`config.mk`:
```
export PLATFORM = sky130hd
export DESIGN_NAME = temp_page_map_slot_allocator
export DESIGN_NICKNAME = d
export VERILOG_FILES = /design/src/rtl/tpm_pkg.sv /design/src/rtl/temp_page_map_slot_allocator.sv /design/src/rtl/tpm_cell.sv /design/src/rtl/tpm_ring.sv
export SDC_FILE = /design/constraint.sdc
export NUM_CORES = 2
export LEC_CHECK = 0
export BUFFER_PORTS_ARGS = -buffer_cell sky130_fd_sc_hd__buf_2
export CORE_ASPECT_RATIO = 1.4
export CORE_MARGIN = 4
export CORE_UTILIZATION = 30
export DETAILED_ROUTE_END_ITERATION = 6
export SLEW_MARGIN = 20
export SYNTH_ARGS = -nofsm -noshare
export SYNTH_HDL_FRONTEND = slang
export SYNTH_SLANG_ARGS = --single-unit
```
`constraint.sdc`:
```
create_clock -name clk -period 4.2 [get_ports clk]
set_input_delay 0.21 -clock clk [delete_from_list [all_inputs] [get_ports clk]]
set_output_delay 0.21 -clock clk [all_outputs]
set_load 0.01 [all_outputs]
```
`src/rtl/tpm_pkg.sv`:
```
`default_nettype none

package tpm_pkg;

    localparam int SLOT_COUNT = 1024;
    localparam int PAGE_BITS  = 12;
    localparam int SLOT_W     = $clog2(SLOT_COUNT);
    localparam int PROBE_MAX  = 2 * SLOT_COUNT - 1;
    localparam int PROBE_W    = $clog2(2 * SLOT_COUNT);
    localparam int HI_W       = 32 - PAGE_BITS;
    localparam int CFG_IDX_W  = 1;

    localparam logic OP_MAP   = 1'b0;
    localparam logic OP_UNMAP = 1'b1;

    localparam logic [1:0] STATUS_OK    = 2'd0;
    localparam logic [1:0] STATUS_FULL  = 2'd1;
    localparam logic [1:0] STATUS_RANGE = 2'd2;

    localparam logic [CFG_IDX_W-1:0] REG_WINDOW_BASE = 1'd0;
    localparam logic [CFG_IDX_W-1:0] REG_ENTRY_FLAGS = 1'd1;

    typedef struct packed {
        logic        opcode;
        logic [31:0] phys_addr;
        logic [31:0] virt_addr_in;
    } req_t;

    typedef struct packed {
        logic [1:0]  status;
        logic [31:0] virt_addr_out;
        logic [9:0]  slot;
        logic [31:0] entry_value;
        logic        flushed;
    } rsp_t;

    typedef struct packed {
        logic in_use;
        logic ready;
    } slot_state_t;

    typedef struct packed {
        logic advance;
        logic reclaim;
    } cell_ctl_t;

    typedef struct packed {
        logic              advance;
        logic              reclaim;
        logic              claim;
        logic              mark_en;
        logic [SLOT_W-1:0] mark_pos;
    } ring_ctl_t;

endpackage

`default_nettype wire

```
`src/rtl/temp_page_map_slot_allocator.sv`:
```
// Channel   Ports                           Handshake
// request   start, busy, req                taken when start && !busy
// result    done, rsp                       valid for one cycle when done
// config    cfg_we, cfg_index, cfg_wdata    written when cfg_we
//
// A map is accepted and then probes the slot ring; the ring rotates one slot per
// cycle while a map probes, up to 2 * SLOT_COUNT probes when full.
// An unmap needs no probe. The result shows in the cycle after the last step.
// Reset clears every slot, the cursor and both registers at once.
// The receiver cannot stall; busy is the only back-pressure on requests.
`default_nettype none

module temp_page_map_slot_allocator
    import tpm_pkg::*;
(
    input  wire logic                 clk,
    input  wire logic                 rst_n,
    input  wire logic                 start,
    output logic                      busy,
    input  wire req_t                 req,
    output logic                      done,
    output rsp_t                      rsp,
    input  wire logic                 cfg_we,
    input  wire logic [CFG_IDX_W-1:0] cfg_index,
    input  wire logic [31:0]          cfg_wdata
);

    localparam logic [1:0] ST_IDLE  = 2'd0;
    localparam logic [1:0] ST_PROBE = 2'd1;
    localparam logic [1:0] ST_UNMAP = 2'd2;

    logic [1:0]        state_reg, state_next;
    logic [SLOT_W-1:0] cursor_reg, cursor_next;
    logic [PROBE_W-1:0] probe_cnt_reg, probe_cnt_next;
    logic              wrapped_reg, wrapped_next;
    logic              done_reg, done_next;
    rsp_t              rsp_reg, rsp_next;
    req_t              req_reg;
    logic [SLOT_W-1:0] idx_reg;
    logic              in_range_reg;
    logic [31:0]       window_base_reg;
    logic [11:0]       entry_flags_reg;

    logic [31:0]       diff;
    logic [HI_W-1:0]   diff_hi;
    logic              accept;
    logic              wrap;
    logic              free;
    logic [SLOT_W-1:0] cursor_adv;
    logic [SLOT_W:0]   pos_sum;
    logic [31:0]       idx32;
    logic [31:0]       page_va;
    slot_state_t       probe;
    ring_ctl_t         ring_ctl;

    assign accept  = start && (state_reg == ST_IDLE);
    assign busy    = (state_reg != ST_IDLE);
    assign diff    = req.virt_addr_in - window_base_reg;
    assign diff_hi = diff[31:PAGE_BITS];

    assign wrap       = (cursor_reg == SLOT_W'(SLOT_COUNT - 1));
    assign cursor_adv = wrap ? '0 : cursor_reg + SLOT_W'(1);
    assign free       = wrap ? (!probe.in_use || probe.ready)
                             : (!probe.in_use && !probe.ready);

    always_comb
    begin
        pos_sum = (SLOT_W+1)'(idx_reg) - (SLOT_W+1)'(cursor_reg);
        if (idx_reg < cursor_reg)
        begin
            pos_sum = pos_sum + (SLOT_W+1)'(SLOT_COUNT);
        end
    end

    assign idx32   = 32'(cursor_adv);
    assign page_va = (idx32 << PAGE_BITS) | {{(32-PAGE_BITS){1'b0}},
                                             req_reg.phys_addr[PAGE_BITS-1:0]};

    assign ring_ctl.advance  = (state_reg == ST_PROBE);
    assign ring_ctl.reclaim  = (state_reg == ST_PROBE) && wrap;
    assign ring_ctl.claim    = (state_reg == ST_PROBE) && free;
    assign ring_ctl.mark_en  = (state_reg == ST_UNMAP) && in_range_reg;
    assign ring_ctl.mark_pos = pos_sum[SLOT_W-1:0];

    tpm_ring u_ring (
        .clk   (clk),
        .rst_n (rst_n),
        .ctl   (ring_ctl),
        .probe (probe)
    );

    always_comb
    begin
        state_next     = state_reg;
        cursor_next    = cursor_reg;
        probe_cnt_next = probe_cnt_reg;
        wrapped_next   = wrapped_reg;
        done_next      = 1'b0;
        rsp_next       = rsp_reg;
        case (state_reg)
            ST_IDLE:
            begin
                if (accept)
                begin
                    probe_cnt_next = '0;
                    wrapped_next   = 1'b0;
                    state_next     = (req.opcode == OP_UNMAP) ? ST_UNMAP : ST_PROBE;
                end
            end
            ST_PROBE:
            begin
                cursor_next    = cursor_adv;
                probe_cnt_next = probe_cnt_reg + PROBE_W'(1);
                wrapped_next   = wrapped_reg || wrap;
                if (free)
                begin
                    rsp_next.status        = STATUS_OK;
                    rsp_next.virt_addr_out = window_base_reg + page_va;
                    rsp_next.slot          = idx32[9:0];
                    rsp_next.entry_value   = {req_reg.phys_addr[31:PAGE_BITS],
                                              {PAGE_BITS{1'b0}}}
                                             | 32'(entry_flags_reg);
                    rsp_next.flushed       = wrapped_reg || wrap;
                    done_next              = 1'b1;
                    state_next             = ST_IDLE;
                end
                else if (probe_cnt_reg == PROBE_W'(PROBE_MAX))
                begin
                    rsp_next         = '0;
                    rsp_next.status  = STATUS_FULL;
                    rsp_next.flushed = wrapped_reg || wrap;
                    done_next        = 1'b1;
                    state_next       = ST_IDLE;
                end
            end
            ST_UNMAP:
            begin
                rsp_next = '0;
                if (in_range_reg)
                begin
                    rsp_next.status = STATUS_OK;
                    rsp_next.slot   = 10'(32'(idx_reg));
                end
                else
                begin
                    rsp_next.status = STATUS_RANGE;
                end
                done_next  = 1'b1;
                state_next = ST_IDLE;
            end
            default:
            begin
                state_next = ST_IDLE;
            end
        endcase
    end

    always_ff @(posedge clk or negedge rst_n)
    begin
        if (!rst_n)
        begin
            state_reg       <= ST_IDLE;
            cursor_reg      <= '0;
            probe_cnt_reg   <= '0;
            wrapped_reg     <= 1'b0;
            done_reg        <= 1'b0;
            window_base_reg <= '0;
            entry_flags_reg <= '0;
        end
        else
        begin
            state_reg     <= state_next;
            cursor_reg    <= cursor_next;
            probe_cnt_reg <= probe_cnt_next;
            wrapped_reg   <= wrapped_next;
            done_reg      <= done_next;
            if (cfg_we && (cfg_index == REG_WINDOW_BASE))
            begin
                window_base_reg <= cfg_wdata;
            end
            if (cfg_we && (cfg_index == REG_ENTRY_FLAGS))
            begin
                entry_flags_reg <= cfg_wdata[11:0];
            end
        end
    end

    always_ff @(posedge clk)
    begin
        rsp_reg <= rsp_next;
        if (accept)
        begin
            req_reg      <= req;
            idx_reg      <= diff_hi[SLOT_W-1:0];
            in_range_reg <= (diff_hi < HI_W'(SLOT_COUNT));
        end
    end

    assign done = done_reg;
    assign rsp  = rsp_reg;

    a_done_idle: assert property (@(posedge clk) disable iff (!rst_n)
        done |-> !busy)
        else $error("result shown while a request is still in work");

    a_full_flush: assert property (@(posedge clk) disable iff (!rst_n)
        (done && rsp.status == STATUS_FULL) |-> rsp.flushed)
        else $error("full result without a reclaim pass");

    a_cursor_idle: assert property (@(posedge clk) disable iff (!rst_n)
        (state_reg == ST_IDLE) |=> $stable(cursor_reg))
        else $error("cursor moved while idle");

    a_unmap_one_cycle: assert property (@(posedge clk) disable iff (!rst_n)
        (state_reg == ST_UNMAP) |=> (done && state_reg == ST_IDLE))
        else $error("unmap did not finish in one cycle");

endmodule

`default_nettype wire

```
`src/rtl/tpm_cell.sv`:
```
`default_nettype none

module tpm_cell
    import tpm_pkg::*;
(
    input  wire logic        clk,
    input  wire logic        rst_n,
    input  wire cell_ctl_t   ctl,
    input  wire slot_state_t nb,
    input  wire logic        claim,
    input  wire logic        mark,
    output slot_state_t      state
);

    slot_state_t state_reg;
    slot_state_t state_next;

    always_comb
    begin
        state_next = ctl.advance ? nb : state_reg;
        if (ctl.reclaim && state_next.ready)
        begin
            state_next = '0;
        end
        if (claim)
        begin
            state_next.in_use = 1'b1;
        end
        if (mark)
        begin
            state_next.ready = 1'b1;
        end
    end

    always_ff @(posedge clk or negedge rst_n)
    begin
        if (!rst_n)
        begin
            state_reg <= '0;
        end
        else
        begin
            state_reg <= state_next;
        end
    end

    assign state = state_reg;

endmodule

`default_nettype wire

```
`src/rtl/tpm_ring.sv`:
```
`default_nettype none

module tpm_ring
    import tpm_pkg::*;
(
    input  wire logic      clk,
    input  wire logic      rst_n,
    input  wire ring_ctl_t ctl,
    output slot_state_t    probe
);

    slot_state_t cells [SLOT_COUNT];
    cell_ctl_t   cell_ctl;

    assign cell_ctl.advance = ctl.advance;
    assign cell_ctl.reclaim = ctl.reclaim;

    for (genvar k = 0; k < SLOT_COUNT; k++)
    begin : g_cell
        localparam int NB = (k + 1) % SLOT_COUNT;
        logic claim_k;
        logic mark_k;

        assign claim_k = (k == 0) ? ctl.claim : 1'b0;
        assign mark_k  = ctl.mark_en && (ctl.mark_pos == SLOT_W'(k));

        tpm_cell u_cell (
            .clk   (clk),
            .rst_n (rst_n),
            .ctl   (cell_ctl),
            .nb    (cells[NB]),
            .claim (claim_k),
            .mark  (mark_k),
            .state (cells[k])
        );
    end

    // cell 0 holds the cursor slot, cell 1 the next one to probe
    assign probe = cells[1];

endmodule

`default_nettype wire
```
==> out/results.ini <==
[outcome]
status = completed

[clocking]
post-cts-setup-buffers = 0
clkSlewWorstSetupHoldPaths_ps = 70
cts_root_buffer = clkbuf_16
numCtsBuffers = 205
clockBufferDepth = 4
htreeDepth = 4
cts_tree = done
clkLatencyLatePin_ps = 870
cts.sinks = 2237

[setup_path]
critical-path-max-stage-delay_ps = 730
criticalPathCategory = reg2reg
cp-start-kind = register
reg2reg_from = idx_reg[0]
cp.required_ps = 4940
crit_fanout = 25
worstReg2RegEnd = u_ring.g_cell[713].u_cell.state[0]
ff2ff_setup_slack_ps = 370
slowest_stage = nor3_1
end_kind = register
reg2reg_depth = 13
critPathArrivalTime_ps = 4580
worstPathCellList = inv_1, ha_1, inv_1, fa_1, a21o_1, a21oi_2, o21ai_1, a21oi_2, xor2_2, nor3_1, nand2_2, buf_12, o31ai_1

[grt]
grt_overflow = 0
grt_util_met1_pct = 20.1
grt_max_degree = 279
busiest_layer = met2
grt_use_total_pct = 15.8
grt_pass1_vias = 82400
use_met2_pct = 28.0
grt.met3_usage_pct = 1.94
grt_pass1_wl_um = 467000
antenna_found_initial = 7

[placed_design]
portBuffers = 180
gp_congestion = 0.838
post-dp-hpwl_um = 159000

[yosys]
synth_edf_count = 120
synth_most_common_cell = nand2_1
netlist_instances = 12200
syn_nets = 12400
synth_top_area_share_pct = 50.8
yosysTopAreaCell = dfrtp_1
synth.distinct_cells = 68
synth_seq_area_share_pct = 54.3
synthTopCellsByCount = nand2_1, dfrtp_1, o21ai_0
ys_ff_latch = 2237
synth_flop_cell = dfrtp_1
ys_warn_count = 0
synth.avg_cell_area_sq_um = 8.52
async_flop_share_pct = 94.6
synth_area_sq_um = 104000
netlist_top_cells_area = dfrtp_1, nand2_1, o21ai_0

[sta]
relSlewSlack_pct = 23.1
finalClockSkew_ps = 44.5
setup_violations = 0
worst_pin_slew_ps = 1150
hold_violations = 0
rsz0062_at_grt = no
post-route-period-util_pct = 91.2
max_clock_freq_mhz = 261
worst_hold_slack_ps = 28.1
finalCriticalPeriod_ps = 3830
fin_tns_setup_ps = 0
drv_slew = 0

[detailed_routing]
drtIter0Drc = 7096
ant_nets = 0
vias = 83400
post-route-drc-count = 0
via_per_inst = 4.99
wl_per_cell_um = 17.4
wl_um = 291000
dr.pass1.iters = 6

[power_and_ir_drop]
ir_drop_uv = 1370
leakage_uw = 0.0472
powerDensity_nw_per_um2 = 566

[layout]
largest_reg_flops = 2048
nets = 12100
syn2layout_area_growth_pct = 12.6
drive_above_1_share_pct = 6.54

[floorplan]
die_h_um = 706
rows = 255
boundaryPins = 181
start_util_pct = 30.2
coreArea_sq_um = 345000
die_w_um = 506
fp.dieArea_sq_um = 357000

[min_path]
hold_class = in2async

[job]
cap_violations = 0

[routing by layer]
metal	up-vias	routed length (um)
met1	41200	125000
met3	440	11900
met4	6	8570
met2	1559	146000
li1	40100	-
met5	-	35
[repair_timing]
item | CTS | global route
resized for setup | 0 | 1
setup endpoints to repair | 0 | 1
endpoints found under the hold margin | 255 | 0
hold buffers | 104 | 0
[worst max path at each step]
stage | startpoint | end | slack [ps] | cells past startpoint
2_1_floorplan | cursor_reg[0] | rsp[0] | 280 | 9
3_3_place_gp | idx_reg[0] | u_ring.g_cell[453].u_cell.state[0] | 270 | 13
3_5_place_dp | idx_reg[0] | u_ring.g_cell[453].u_cell.state[0] | 320 | 13
4_1_cts | idx_reg[0] | u_ring.g_cell[453].u_cell.state[0] | 290 | 13
5_1_grt | idx_reg[0] | u_ring.g_cell[713].u_cell.state[0] | 90 | 13
6_report | idx_reg[0] | u_ring.g_cell[713].u_cell.state[0] | 370 | 13
[cell usage in the layout, fill, tap and decap left out, types with 64 or more instances in the layout]
cell type / Yosys / layout
clkbuf_16: 0 / 210
buf_12: 0 / 98
nor2_1: 65 / 64
buf_2: 299 / 179
o31ai_1: 1024 / 1024
buf_4: 0 / 115
edfxtp_1: 120 / 120
o21ai_0: 2112 / 2112
dfrtp_1: 2117 / 2117
nand3_1: 1045 / 1042
nand2_1: 3204 / 3177
dlygate4sd3_1: 0 / 104
inv_1: 1081 / 1080
ha_1: 66 / 65
[area by class of cell]
cell class / instances / area [sq um]
Tap cell: 4626 / 5790
Antenna cell: 4 / 10.0
Sequential cell: 2237 / 56600
Multi-Input combinational cell: 7887 / 39600
Inverter: 1081 / 4060
Timing Repair Buffer: 496 / 4760
Clock buffer: 301 / 6020
Clock inverter: 64 / 636
Fill cell: 36100 / 228000
[report_power, final]
group | total [uW] | switching (uW) | internal, uW | leakage [uW]
Sequential | 27000 | 2110 | 24900 | 0.0261
Clock | 19100 | 8450 | 10600 | 0.00329
Combinational | 20400 | 15400 | 4970 | 0.0178
Total | 66500 | 26000 | 40500 | 0.0472
[critical path, delay by kind of cell (launching register included)]
family,cells,cell delay (ps)
AO/OA/AOI/OAI,5,960
XOR/XNOR,1,150
flip-flops,1,380
adder cells (fa/ha/maj),2,590
buffers and inverters,3,470
AND/OR/NAND/NOR,2,1160
[per-stage QoR]
step | instance area, sq um | setup slack (ps) | instances | power (uW) | util [%]
2_1_floorplan | 104000 | 283 | 12200 | 39200 | -
3_3_place_gp | 110000 | 269 | 16200 | 47500 | 31.8
5_1_grt | 117000 | 93.9 | 16700 | 70000 | 34.0
4_1_cts | 117000 | 290 | 16700 | 67000 | 34.0
3_5_place_dp | 110000 | 315 | 16200 | 47700 | 31.8
6_report | 117000 | 368 | 16700 | 66500 | 34.0
[cells by family after synthesis]
kind of cell | count (synthesis) | share of synthesized area (%)
AOI/OAI and AO/OA | 3287 | 18.6
adders and majority gates | 68 | 0.831
xor gates and xnor gates | 57 | 0.486
buffers and inverters | 2112 | 7.96
muxes | 22 | 0.232
DFF | 2237 | 54.3
and+or+nand+nor | 4453 | 17.6
No activity file was read; power rests on OpenSTA's default activity.
